$ cat config.mk
export PLATFORM = sky130hd
export DESIGN_NAME = track_overcurrent_trip_retry_flat
export DESIGN_NICKNAME = d
export VERILOG_FILES = /design/src/hw/rtl/otr_pkg.sv /design/src/hw/rtl/otr_if.sv /design/src/hw/rtl/otr_ctrl.sv /design/src/hw/rtl/otr_dp.sv /design/src/hw/rtl/track_overcurrent_trip_retry.sv /design/src/flat_wrapper.sv
export SDC_FILE = /design/constraint.sdc
export NUM_CORES = 1
export LEC_CHECK = 0
export BUFFER_PORTS_ARGS = -buffer_cell sky130_fd_sc_hd__buf_2
export CAP_MARGIN = 25
export CORE_MARGIN = 4
export CORE_UTILIZATION = 40
export CTS_CLUSTER_SIZE = 40
export DETAILED_ROUTE_END_ITERATION = 6
export GPL_TIMING_DRIVEN = 0
export PLACE_DENSITY = 0.58
export SYNTH_ARGS = -nofsm -noshare
export SYNTH_HDL_FRONTEND = slang
export SYNTH_SLANG_ARGS = --single-unit
$ cat constraint.sdc
create_clock -name clk -period 9.1 [get_ports clk]
set_input_delay 1.82 -clock clk [delete_from_list [all_inputs] [get_ports clk]]
set_output_delay 1.82 -clock clk [all_outputs]
set_load 0.05 [all_outputs]
$ cat src/hw/rtl/otr_pkg.sv
// ----------------------------------------------------------------------------
// otr_pkg: shared types and constants
// Register indexes, codes and the control/status bundles that join the
// trip controller and its datapath.
// ----------------------------------------------------------------------------
package otr_pkg;

  localparam int CFG_ADDR_W = 3;
  localparam int CFG_DATA_W = 16;

  localparam logic [CFG_ADDR_W-1:0] REG_TRIP_CURRENT  = 3'd0;
  localparam logic [CFG_ADDR_W-1:0] REG_PROG_MODE     = 3'd1;
  localparam logic [CFG_ADDR_W-1:0] REG_WEIGHT        = 3'd2;
  localparam logic [CFG_ADDR_W-1:0] REG_MA_PER_COUNT  = 3'd3;
  localparam logic [CFG_ADDR_W-1:0] REG_INTERVAL      = 3'd4;
  localparam logic [CFG_ADDR_W-1:0] REG_RETRY         = 3'd5;

  localparam logic OP_TICK  = 1'b0;
  localparam logic OP_POWER = 1'b1;

  localparam logic [1:0] EV_NONE = 2'd0;
  localparam logic [1:0] EV_OFF  = 2'd1;
  localparam logic [1:0] EV_ON   = 2'd2;

  localparam logic [15:0] PROG_LIMIT_MA = 16'd250;
  localparam logic [8:0]  WEIGHT_ONE    = 9'd256;
  localparam logic [8:0]  CHECK_MAX     = 9'h1FF;
  localparam logic [16:0] TRIP_MAX      = 17'h1FFFF;
  localparam logic [15:0] CURRENT_MAX   = 16'hFFFF;

  localparam logic [15:0] RST_TRIP_CURRENT = 16'd2000;
  localparam logic [8:0]  RST_WEIGHT       = 9'd26;
  localparam logic [15:0] RST_MA_PER_COUNT = 16'd2503;
  localparam logic [7:0]  RST_INTERVAL     = 8'd1;
  localparam logic [15:0] RST_RETRY        = 16'd10000;

  typedef struct packed {
    logic accept;
    logic load_prod;
    logic load_avg;
    logic load_scale;
    logic commit;
  } otr_cmd_t;

  typedef struct packed {
    logic check_hit;
    logic slot_free;
  } otr_status_t;

endpackage

$ cat src/hw/rtl/otr_if.sv
// ----------------------------------------------------------------------------
// otr_if: item and result channels
// Valid/ready channels; a beat moves when valid and ready are both high.
// ----------------------------------------------------------------------------
interface otr_in_if #(parameter int SAMPLE_BITS = 10);
  logic                   valid;
  logic                   ready;
  logic                   op;
  logic [SAMPLE_BITS-1:0] sense_sample;
  logic                   power_on;
  logic                   announce;

  modport source (output valid, op, sense_sample, power_on, announce, input ready);
  modport sink   (input valid, op, sense_sample, power_on, announce, output ready);
endinterface

interface otr_out_if;
  logic        valid;
  logic        ready;
  logic        track_enable;
  logic        tripped_flag;
  logic [15:0] current_ma;
  logic [1:0]  power_event;

  modport source (output valid, track_enable, tripped_flag, current_ma, power_event,
                  input ready);
  modport sink   (input valid, track_enable, tripped_flag, current_ma, power_event,
                  output ready);
endinterface

$ cat src/hw/rtl/otr_ctrl.sv
// ----------------------------------------------------------------------------
// otr_ctrl: sequencing state machine
// Takes one beat at a time, steps the datapath through products, average and
// scale for a checking tick, and holds commit until the result register is free.
// ----------------------------------------------------------------------------
module otr_ctrl (
  input  logic                clk,
  input  logic                rst,
  input  logic                item_valid,
  input  logic                item_op,
  output logic                item_ready,
  input  otr_pkg::otr_status_t status,
  output otr_pkg::otr_cmd_t    cmd
);
  import otr_pkg::*;

  localparam logic [2:0] S_IDLE   = 3'd0;
  localparam logic [2:0] S_MUL    = 3'd1;
  localparam logic [2:0] S_AVG    = 3'd2;
  localparam logic [2:0] S_SCALE  = 3'd3;
  localparam logic [2:0] S_COMMIT = 3'd4;

  logic [2:0] state;
  logic [2:0] state_next;

  always_comb begin
    state_next = state;
    cmd        = '0;
    item_ready = 1'b0;
    unique case (state)
      S_IDLE: begin
        item_ready = 1'b1;
        if (item_valid) begin
          cmd.accept = 1'b1;
          state_next = (item_op == OP_TICK && status.check_hit) ? S_MUL : S_COMMIT;
        end
      end
      S_MUL: begin
        cmd.load_prod = 1'b1;
        state_next    = S_AVG;
      end
      S_AVG: begin
        cmd.load_avg = 1'b1;
        state_next   = S_SCALE;
      end
      S_SCALE: begin
        cmd.load_scale = 1'b1;
        state_next     = S_COMMIT;
      end
      S_COMMIT: begin
        if (status.slot_free) begin
          cmd.commit = 1'b1;
          state_next = S_IDLE;
        end
      end
      default: state_next = S_IDLE;
    endcase
  end

  always_ff @(posedge clk) begin
    if (rst) begin
      state <= S_IDLE;
    end else begin
      state <= state_next;
    end
  end

  a_commit_needs_slot: assert property (@(posedge clk) disable iff (rst)
    cmd.commit |-> status.slot_free)
    else $error("commit while result register occupied");

  a_avg_after_prod: assert property (@(posedge clk) disable iff (rst)
    cmd.load_prod |=> cmd.load_avg)
    else $error("average update did not follow products");

endmodule

$ cat src/hw/rtl/otr_dp.sv
// ----------------------------------------------------------------------------
// otr_dp: trip datapath
// Configuration registers, tick counters, exponential average, milliamp
// scaling, trip/retry decision and the result register.
// ----------------------------------------------------------------------------
module otr_dp #(
  parameter int SAMPLE_BITS = 10
) (
  input  logic                            clk,
  input  logic                            rst,
  input  logic                            cfg_we,
  input  logic [otr_pkg::CFG_ADDR_W-1:0]  cfg_index,
  input  logic [otr_pkg::CFG_DATA_W-1:0]  cfg_wdata,
  input  logic                            op,
  input  logic [SAMPLE_BITS-1:0]          sense_sample,
  input  logic                            power_on,
  input  logic                            announce,
  input  otr_pkg::otr_cmd_t               cmd,
  output otr_pkg::otr_status_t            status,
  output logic                            result_valid,
  input  logic                            result_ready,
  output logic                            track_enable,
  output logic                            tripped_flag,
  output logic [15:0]                     current_ma,
  output logic [1:0]                      power_event
);
  import otr_pkg::*;

  localparam int AVG_W  = SAMPLE_BITS + 8;
  localparam int NEW_W  = SAMPLE_BITS + 9;
  localparam int OLD_W  = AVG_W + 9;
  localparam int PROD_W = SAMPLE_BITS + 16;
  localparam int MA_W   = SAMPLE_BITS + 8;

  logic [15:0] trip_current_ma;
  logic        programming_mode;
  logic [8:0]  smoothing_weight;
  logic [15:0] ma_per_count;
  logic [7:0]  sample_interval_ticks;
  logic [15:0] retry_ticks;

  logic             enable_level;
  logic             trip_latched;
  logic [AVG_W-1:0] smoothed_reading;
  logic [8:0]       ticks_since_check;
  logic [16:0]      ticks_since_trip;
  logic [15:0]      last_current;

  logic                   op_q;
  logic                   check_q;
  logic [SAMPLE_BITS-1:0] sample_q;
  logic                   power_on_q;
  logic                   announce_q;
  logic [NEW_W-1:0]       prod_new;
  logic [OLD_W-1:0]       prod_old;
  logic [PROD_W-1:0]      ma_prod;

  logic [8:0]       tsc_inc;
  logic [16:0]      tst_inc;
  logic [8:0]       w_sat;
  logic [AVG_W:0]   avg_sum;
  logic [MA_W-1:0]  ma_full;
  logic [15:0]      ma_sat;
  logic [15:0]      limit;
  logic             trip_hit;
  logic             retry_hit;
  logic [1:0]       event_code;

  assign tsc_inc = (ticks_since_check < CHECK_MAX) ? ticks_since_check + 9'd1
                                                    : ticks_since_check;
  assign tst_inc = (ticks_since_trip < TRIP_MAX) ? ticks_since_trip + 17'd1
                                                  : ticks_since_trip;
  assign status.check_hit = tsc_inc > {1'b0, sample_interval_ticks};
  assign status.slot_free = !result_valid || result_ready;

  assign w_sat   = (cfg_wdata[8:0] > WEIGHT_ONE) ? WEIGHT_ONE : cfg_wdata[8:0];
  assign avg_sum = (AVG_W+1)'(prod_new) + (AVG_W+1)'(prod_old[OLD_W-1:8]);
  assign ma_full = ma_prod[PROD_W-1:8];
  assign ma_sat  = (ma_full > MA_W'(CURRENT_MAX)) ? CURRENT_MAX : ma_full[15:0];
  assign limit   = programming_mode ? PROG_LIMIT_MA : trip_current_ma;

  assign trip_hit  = check_q && (ma_sat > limit) && enable_level;
  assign retry_hit = check_q && !trip_hit && (ma_sat < limit) && trip_latched &&
                     (ticks_since_trip > {1'b0, retry_ticks});

  always_comb begin
    event_code = EV_NONE;
    if (op_q == OP_POWER) begin
      if (announce_q) begin
        event_code = power_on_q ? EV_ON : EV_OFF;
      end
    end else if (trip_hit) begin
      event_code = EV_OFF;
    end else if (retry_hit) begin
      event_code = EV_ON;
    end
  end

  // configuration
  always_ff @(posedge clk) begin
    if (rst) begin
      trip_current_ma       <= RST_TRIP_CURRENT;
      programming_mode      <= 1'b0;
      smoothing_weight      <= RST_WEIGHT;
      ma_per_count          <= RST_MA_PER_COUNT;
      sample_interval_ticks <= RST_INTERVAL;
      retry_ticks           <= RST_RETRY;
    end else if (cfg_we) begin
      unique case (cfg_index)
        REG_TRIP_CURRENT: trip_current_ma       <= cfg_wdata;
        REG_PROG_MODE:    programming_mode      <= cfg_wdata[0];
        REG_WEIGHT:       smoothing_weight      <= w_sat;
        REG_MA_PER_COUNT: ma_per_count          <= cfg_wdata;
        REG_INTERVAL:     sample_interval_ticks <= cfg_wdata[7:0];
        REG_RETRY:        retry_ticks           <= cfg_wdata;
        default: ;
      endcase
    end
  end

  // track state
  always_ff @(posedge clk) begin
    if (rst) begin
      enable_level      <= 1'b0;
      trip_latched      <= 1'b0;
      smoothed_reading  <= '0;
      ticks_since_check <= '0;
      ticks_since_trip  <= '0;
      last_current      <= '0;
      check_q           <= 1'b0;
    end else begin
      if (cmd.accept) begin
        check_q <= (op == OP_TICK) && status.check_hit;
        if (op == OP_TICK) begin
          ticks_since_check <= status.check_hit ? 9'd0 : tsc_inc;
          ticks_since_trip  <= tst_inc;
        end
      end
      if (cmd.load_avg) begin
        smoothed_reading <= avg_sum[AVG_W-1:0];
      end
      if (cmd.commit) begin
        if (op_q == OP_POWER) begin
          enable_level <= power_on_q;
        end else if (check_q) begin
          last_current <= ma_sat;
          if (trip_hit) begin
            enable_level     <= 1'b0;
            trip_latched     <= 1'b1;
            ticks_since_trip <= '0;
          end else if (retry_hit) begin
            enable_level <= 1'b1;
            trip_latched <= 1'b0;
          end
        end
      end
    end
  end

  // captured beat and products
  always_ff @(posedge clk) begin
    if (cmd.accept) begin
      op_q       <= op;
      sample_q   <= sense_sample;
      power_on_q <= power_on;
      announce_q <= announce;
    end
    if (cmd.load_prod) begin
      prod_new <= NEW_W'(sample_q) * NEW_W'(smoothing_weight);
      prod_old <= OLD_W'(smoothed_reading) * OLD_W'(WEIGHT_ONE - smoothing_weight);
    end
    if (cmd.load_scale) begin
      ma_prod <= PROD_W'(smoothed_reading[AVG_W-1:8]) * PROD_W'(ma_per_count);
    end
  end

  // result register
  always_ff @(posedge clk) begin
    if (rst) begin
      result_valid <= 1'b0;
    end else if (cmd.commit) begin
      result_valid <= 1'b1;
    end else if (result_ready) begin
      result_valid <= 1'b0;
    end
  end

  always_ff @(posedge clk) begin
    if (cmd.commit) begin
      track_enable <= (op_q == OP_POWER) ? power_on_q
                    : (trip_hit ? 1'b0 : (retry_hit ? 1'b1 : enable_level));
      tripped_flag <= (op_q == OP_POWER) ? trip_latched
                    : (trip_hit ? 1'b1 : (retry_hit ? 1'b0 : trip_latched));
      current_ma   <= (op_q == OP_TICK && check_q) ? ma_sat : last_current;
      power_event  <= event_code;
    end
  end

  a_weight_range: assert property (@(posedge clk) disable iff (rst)
    smoothing_weight <= WEIGHT_ONE)
    else $error("smoothing weight above one");

  a_trip_clears: assert property (@(posedge clk) disable iff (rst)
    cmd.commit && trip_hit |=> !enable_level && trip_latched && ticks_since_trip == '0)
    else $error("trip did not shut the track off");

  a_event_code: assert property (@(posedge clk) disable iff (rst)
    result_valid |-> (power_event == EV_NONE || power_event == EV_OFF ||
                      power_event == EV_ON))
    else $error("bad power event code");

  a_current_matches: assert property (@(posedge clk) disable iff (rst)
    cmd.commit |=> current_ma == last_current)
    else $error("reported current differs from stored current");

endmodule

$ cat src/hw/rtl/track_overcurrent_trip_retry.sv
// ----------------------------------------------------------------------------
// track_overcurrent_trip_retry: overcurrent trip with automatic retry
// A command or a tick without a check goes from accept straight to the commit
//   state; a tick that runs a check first passes the products, average and
//   scale states. One beat at a time: the next beat is taken once the result
//   is in the output register, and the commit waits for a free result slot.
// Synchronous active-high reset restores the configuration defaults and turns
//   the track off.
// ----------------------------------------------------------------------------
module track_overcurrent_trip_retry #(
  parameter int SAMPLE_BITS = 10
) (
  input  logic                           clk,
  input  logic                           rst,
  otr_in_if.sink                         item,
  otr_out_if.source                      result,
  input  logic                           cfg_we,
  input  logic [otr_pkg::CFG_ADDR_W-1:0] cfg_index,
  input  logic [otr_pkg::CFG_DATA_W-1:0] cfg_wdata
);
  import otr_pkg::*;

  otr_cmd_t    cmd;
  otr_status_t status;
  logic        ready;
  logic [SAMPLE_BITS-1:0] sample;

  assign item.ready = ready;
  assign sample     = item.sense_sample;

  otr_ctrl u_ctrl (
    .clk        (clk),
    .rst        (rst),
    .item_valid (item.valid),
    .item_op    (item.op),
    .item_ready (ready),
    .status     (status),
    .cmd        (cmd)
  );

  otr_dp #(
    .SAMPLE_BITS (SAMPLE_BITS)
  ) u_dp (
    .clk          (clk),
    .rst          (rst),
    .cfg_we       (cfg_we),
    .cfg_index    (cfg_index),
    .cfg_wdata    (cfg_wdata),
    .op           (item.op),
    .sense_sample (sample),
    .power_on     (item.power_on),
    .announce     (item.announce),
    .cmd          (cmd),
    .status       (status),
    .result_valid (result.valid),
    .result_ready (result.ready),
    .track_enable (result.track_enable),
    .tripped_flag (result.tripped_flag),
    .current_ma   (result.current_ma),
    .power_event  (result.power_event)
  );

endmodule
$ cat src/flat_wrapper.sv
// flat-port wrapper written by rule: the top's interface ports become plain ports
module track_overcurrent_trip_retry_flat import otr_pkg::*;
#(
  parameter int SAMPLE_BITS = 10
)
  (clk, rst, cfg_we, cfg_index, cfg_wdata, item_valid, item_op, item_sense_sample, item_power_on, item_announce, item_ready, result_valid, result_track_enable, result_tripped_flag, result_current_ma, result_power_event, result_ready);
  otr_in_if #(.SAMPLE_BITS(SAMPLE_BITS)) item_i ();
  otr_out_if result_i ();
  input  logic clk;
  input  logic rst;
  input  logic cfg_we;
  input  logic [otr_pkg::CFG_ADDR_W-1:0] cfg_index;
  input  logic [otr_pkg::CFG_DATA_W-1:0] cfg_wdata;
  input wire logic [$bits(item_i.valid)-1:0] item_valid;
  input wire logic [$bits(item_i.op)-1:0] item_op;
  input wire logic [$bits(item_i.sense_sample)-1:0] item_sense_sample;
  input wire logic [$bits(item_i.power_on)-1:0] item_power_on;
  input wire logic [$bits(item_i.announce)-1:0] item_announce;
  output wire logic [$bits(item_i.ready)-1:0] item_ready;
  output wire logic [$bits(result_i.valid)-1:0] result_valid;
  output wire logic [$bits(result_i.track_enable)-1:0] result_track_enable;
  output wire logic [$bits(result_i.tripped_flag)-1:0] result_tripped_flag;
  output wire logic [$bits(result_i.current_ma)-1:0] result_current_ma;
  output wire logic [$bits(result_i.power_event)-1:0] result_power_event;
  input wire logic [$bits(result_i.ready)-1:0] result_ready;
  assign item_i.valid = item_valid;
  assign item_i.op = item_op;
  assign item_i.sense_sample = item_sense_sample;
  assign item_i.power_on = item_power_on;
  assign item_i.announce = item_announce;
  assign item_ready = item_i.ready;
  assign result_valid = result_i.valid;
  assign result_track_enable = result_i.track_enable;
  assign result_tripped_flag = result_i.tripped_flag;
  assign result_current_ma = result_i.current_ma;
  assign result_power_event = result_i.power_event;
  assign result_i.ready = result_ready;
  track_overcurrent_trip_retry #(.SAMPLE_BITS(SAMPLE_BITS)) u_core (.clk(clk), .rst(rst), .item(item_i), .result(result_i), .cfg_we(cfg_we), .cfg_index(cfg_index), .cfg_wdata(cfg_wdata));
endmodule
==> tab_implementation.tex <==
\begin{tabular}{lr}
\hline
Metric & Value \\
\hline
\multicolumn{2}{l}{\textbf{Outcome}} \\
Run status & complete, no violations \\
\multicolumn{2}{l}{\textbf{Setup path}} \\
Type of element launching the critical path & register \\
Number of cell instances on the worst register-to-register path & 26 \\
Largest fanout of any net on the critical path & 10 \\
Data arrival time at the worst-slack endpoint & around 8.6 ns \\
Endpoint class of the critical path & register \\
Worst R2R Setup Slack & 0.79 ns \\
CP Data Required Time & 9.38 ns \\
Worst setup path category & register to register \\
\multicolumn{2}{l}{\textbf{Yosys}} \\
Dominant cell by count in the synthesized netlist & nand2\_1 \\
Cell types with the highest counts after synthesis & nand2\_1, inv\_1, fa\_1 \\
Synthesized area per cell & 8.93 µm² \\
Ys flop type & dfxtp\_1 \\
Number of distinct library cell variants in the gate-level netlist after synthesis & 67 \\
Most area-hungry cell type in the Yosys netlist & fa\_1 \\
Post-synth net total & slightly above 3k \\
Largest cells by area after synthesis & fa\_1, ha\_1, dfxtp\_1, edfxtp\_1, nand2\_1 \\
Synth Cell Area & roughly 0.023 mm² \\
Part of the Yosys area used for sequential elements & 0.231 \\
Share of the synthesized area in the top cell type & 0.256 \\
Synthesized instance count & roughly 2.6k \\
Post-synth EDFFs & 87 \\
Async S/R FF share, synth & 0 \\
Count of warnings emitted by yosys & 0 \\
Total of flip-flops plus latches after synthesis & 220 \\
\multicolumn{2}{l}{\textbf{Placed design}} \\
Final weighted congestion of routability-driven global placement & 0.894 \\
Buffers added on ports & 56 \\
Post-DP HPWL & $\sim$47000 µm \\
\multicolumn{2}{l}{\textbf{Clock network}} \\
Root Buffer & clkbuf\_16 \\
Number of buffers created by CTS & 27 \\
Longest Clk Path Bufs & 3 \\
CTS HTree Levels & 1 \\
Buffers inserted by post-CTS timing repair & 0 \\
Clock insertion delay at the later pin of the skew report & 0.54 ns \\
Hold-fix buffers at CTS & 0 \\
Clock slew at the register clock pins of the worst setup and hold paths & approximately 0.06 ns \\
Resized cells post-CTS & 0 \\
TritonCTS clock tree & done \\
CTS sink count & 220 \\
\multicolumn{2}{l}{\textbf{Detailed routing}} \\
Overall via count from detail\_route & $\sim$17k \\
WL final & 57200 µm \\
Post-DR vias/cell & slightly above 5 \\
WL per Instance & between 15 and 20 µm \\
Number of iterations in the first detailed-routing pass & 5 \\
DRC violations left & 0 \\
Detail Route Antenna Nets & 0 \\
Iteration-0 DRC count of the detailed router & between 800 and 900 \\
\multicolumn{2}{l}{\textbf{Pwr}} \\
Leakage & approximately 12 nW \\
IR drop worst, VDD & approximately 0.13 mV \\
Areal power density over the cells & 119 mW/mm² \\
\multicolumn{2}{l}{\textbf{Global routing}} \\
Pin count of the biggest net entering global routing & 21 \\
Global-route wire length before repair & around 96000 µm \\
Vias in the first global route & 18.6k \\
Initial antenna violation count & 1 \\
Global Route Usage Sum & 0.194 \\
Grt ovf & 0 \\
\multicolumn{2}{l}{\textbf{Layout}} \\
Antenna diode count & 0 \\
Utilization of the core after routing & 0.443 \\
Layout net count & $\sim$3.2k \\
Area growth, synth to finish & 9.50\% \\
Ratio of cells with drive above 1 in the final layout & 0.0493 \\
Fill cell count & about 5.5k \\
\multicolumn{2}{l}{\textbf{Die}} \\
Area of the die & approximately 0.061 mm² \\
Placement row count & 87 \\
Area of the core region & $\sim$0.056 mm² \\
Die width & 247 µm \\
IO Pins & 59 \\
Effective utilization at floorplan & 0.404 \\
Chip Height & 247 µm \\
\multicolumn{2}{l}{\textbf{Run}} \\
Max Cap Viol & 0 \\
\multicolumn{2}{l}{\textbf{STA}} \\
Worst slew pin tran & 1.03 ns \\
Setup repair after global routing missed its margin & no \\
Share of the clock period used by the worst path & 0.913 \\
Final-report hold violation count & 0 \\
Final setup vio count & 0 \\
Pins Over Slew Limit & 0 \\
Worst Skew & 0.0122 ns \\
Worst rel slew slack & 0.307 \\
Final period demand of the worst path & between 8 and 9 ns \\
Setup TNS Final & 0 ns \\
Achievable Freq & $\sim$0.12 GHz \\
\multicolumn{2}{l}{\textbf{Hold path}} \\
Hold Path Cell Cnt & 2 \\
Path class of the lowest-slack min-delay path & register to register \\
\hline
\end{tabular}
through the flow:
step | setup slack (ns) | power (mW) | hold WS [ns] | cells | area, µm²
floorplan | 2.18 | 1.78 | 0.431 | 2559 | 22800
global placement | 0.597 | 1.98 | 0.440 | 3371 | 24100
detailed placement | 0.764 | 2.00 | 0.443 | 3382 | 24200
CTS | 0.743 | 3.02 | 0.452 | 3430 | 25000
global route | 0.234 | 3.19 | 0.477 | 3431 | 25000
finish | 0.795 | 2.99 | 0.452 | 3431 | 25000
worst max-delay path: stages (launching register included):
cell      delay [ns]
dfxtp_1         0.45
clkbuf_1        0.37
clkbuf_1        0.46
inv_1           0.09
ha_1            0.27
nor3b_1         0.17
xor2_1          0.62
clkbuf_1        0.49
nand2_1         0.15
fa_1            0.51
fa_1            0.55
inv_1           0.06
fa_1            0.44
fa_1            0.51
inv_1           0.05
fa_1            0.53
inv_1           0.04
ha_1            0.35
a21o_1          0.18
a21o_1          0.18
a21oi_1         0.16
o31a_1          0.27
a211oi_2        0.15
o2111a_2        0.30
nor3_1          0.40
o31ai_4         0.11
xnor2_1         0.15
registers in the layout, summed over array words and instances, names as in the netlist, 2 cells and up:
name,count
u_core.u_dp.ma_prod,18
u_core.u_dp.prod_new,18
u_core.u_dp.prod_old,18
u_core.u_dp.smoothed_reading,18
u_core.u_dp.ticks_since_trip,17
u_core.u_dp.current_ma,16
u_core.u_dp.last_current,16
u_core.u_dp.ma_per_count,16
u_core.u_dp.retry_ticks,16
u_core.u_dp.trip_current_ma,16
u_core.u_dp.sample_q,10
u_core.u_dp.smoothing_weight,9
u_core.u_dp.ticks_since_check,9
u_core.u_dp.sample_interval_ticks,8
u_core.u_ctrl.state,3
u_core.u_dp.power_event,2
where the power goes:
group | switching, mW | total (mW) | internal, mW
logic | 0.529 | 0.848 | 0.319
registers | 0.0254 | 1.13 | 1.10
clock network | 0.428 | 1.01 | 0.584
cells by family after synthesis:
family / synth area share
AND/OR/NAND/NOR: 0.191
buffers and inverters: 0.0870
adder cells (fa/ha/maj): 0.376
AO/OA/AOI/OAI: 0.0782
flip-flops: 0.231
XOR/XNOR: 0.0357
multiplexers: 0.000877
final cells by class:
type,count,area (µm²),share of cell area
Tap cell,756,946,0.0378
Buffer,124,470,0.0188
Multi-Input combinational cell,1811,15600,0.623
Sequential cell,220,5280,0.211
Inverter,404,1520,0.0606
Clock inverter,10,62.6,0.00250
Timing Repair Buffer,68,389,0.0156
Clock buffer,38,762,0.0305
layer usage:
| metal | part of all wire | track usage |
|---|---|---|
| met1 | 0.43 | 0.248 |
| met4 | 0.036 | 0.0642 |
| met2 | 0.49 | 0.342 |
| met5 | 0.00023 | 0 |
| met3 | 0.050 | 0.0237 |
cell usage in the layout (no fill, tap or decap), types with 6 or more instances in the layout:
master	synthesis	layout
and2_1	172	172
xnor2_1	57	57
or3_1	7	7
or2_2	11	11
a21o_1	25	25
fa_1	292	292
nor2b_1	12	12
edfxtp_1	87	87
a21oi_1	105	105
a211oi_1	25	25
xor2_1	36	36
o21ai_0	51	51
o21a_1	16	16
nand2_1	442	442
dfxtp_1	133	133
buf_2	0	56
clkbuf_16	0	28
buf_4	1	6
ha_1	220	220
inv_1	404	404
nor2_1	135	135
nand4_1	17	17
nor3b_1	14	12
nand3_1	29	29
nand3b_1	24	24
nand2b_1	20	20
clkbuf_1	121	128
nor3_1	23	23
final timing paths:
check,from,endpoint
setup / recovery,u_core.u_dp.smoothing_weight[0],u_core.u_dp.prod_old[25]
hold / removal,u_core.u_dp.smoothed_reading[4],u_core.u_dp.smoothed_reading[4]
hold reg to reg,u_core.u_dp.smoothed_reading[4],u_core.u_dp.smoothed_reading[4]
setup reg to reg,u_core.u_dp.smoothing_weight[0],u_core.u_dp.prod_old[25]
(Power assumes the default switching activity.)
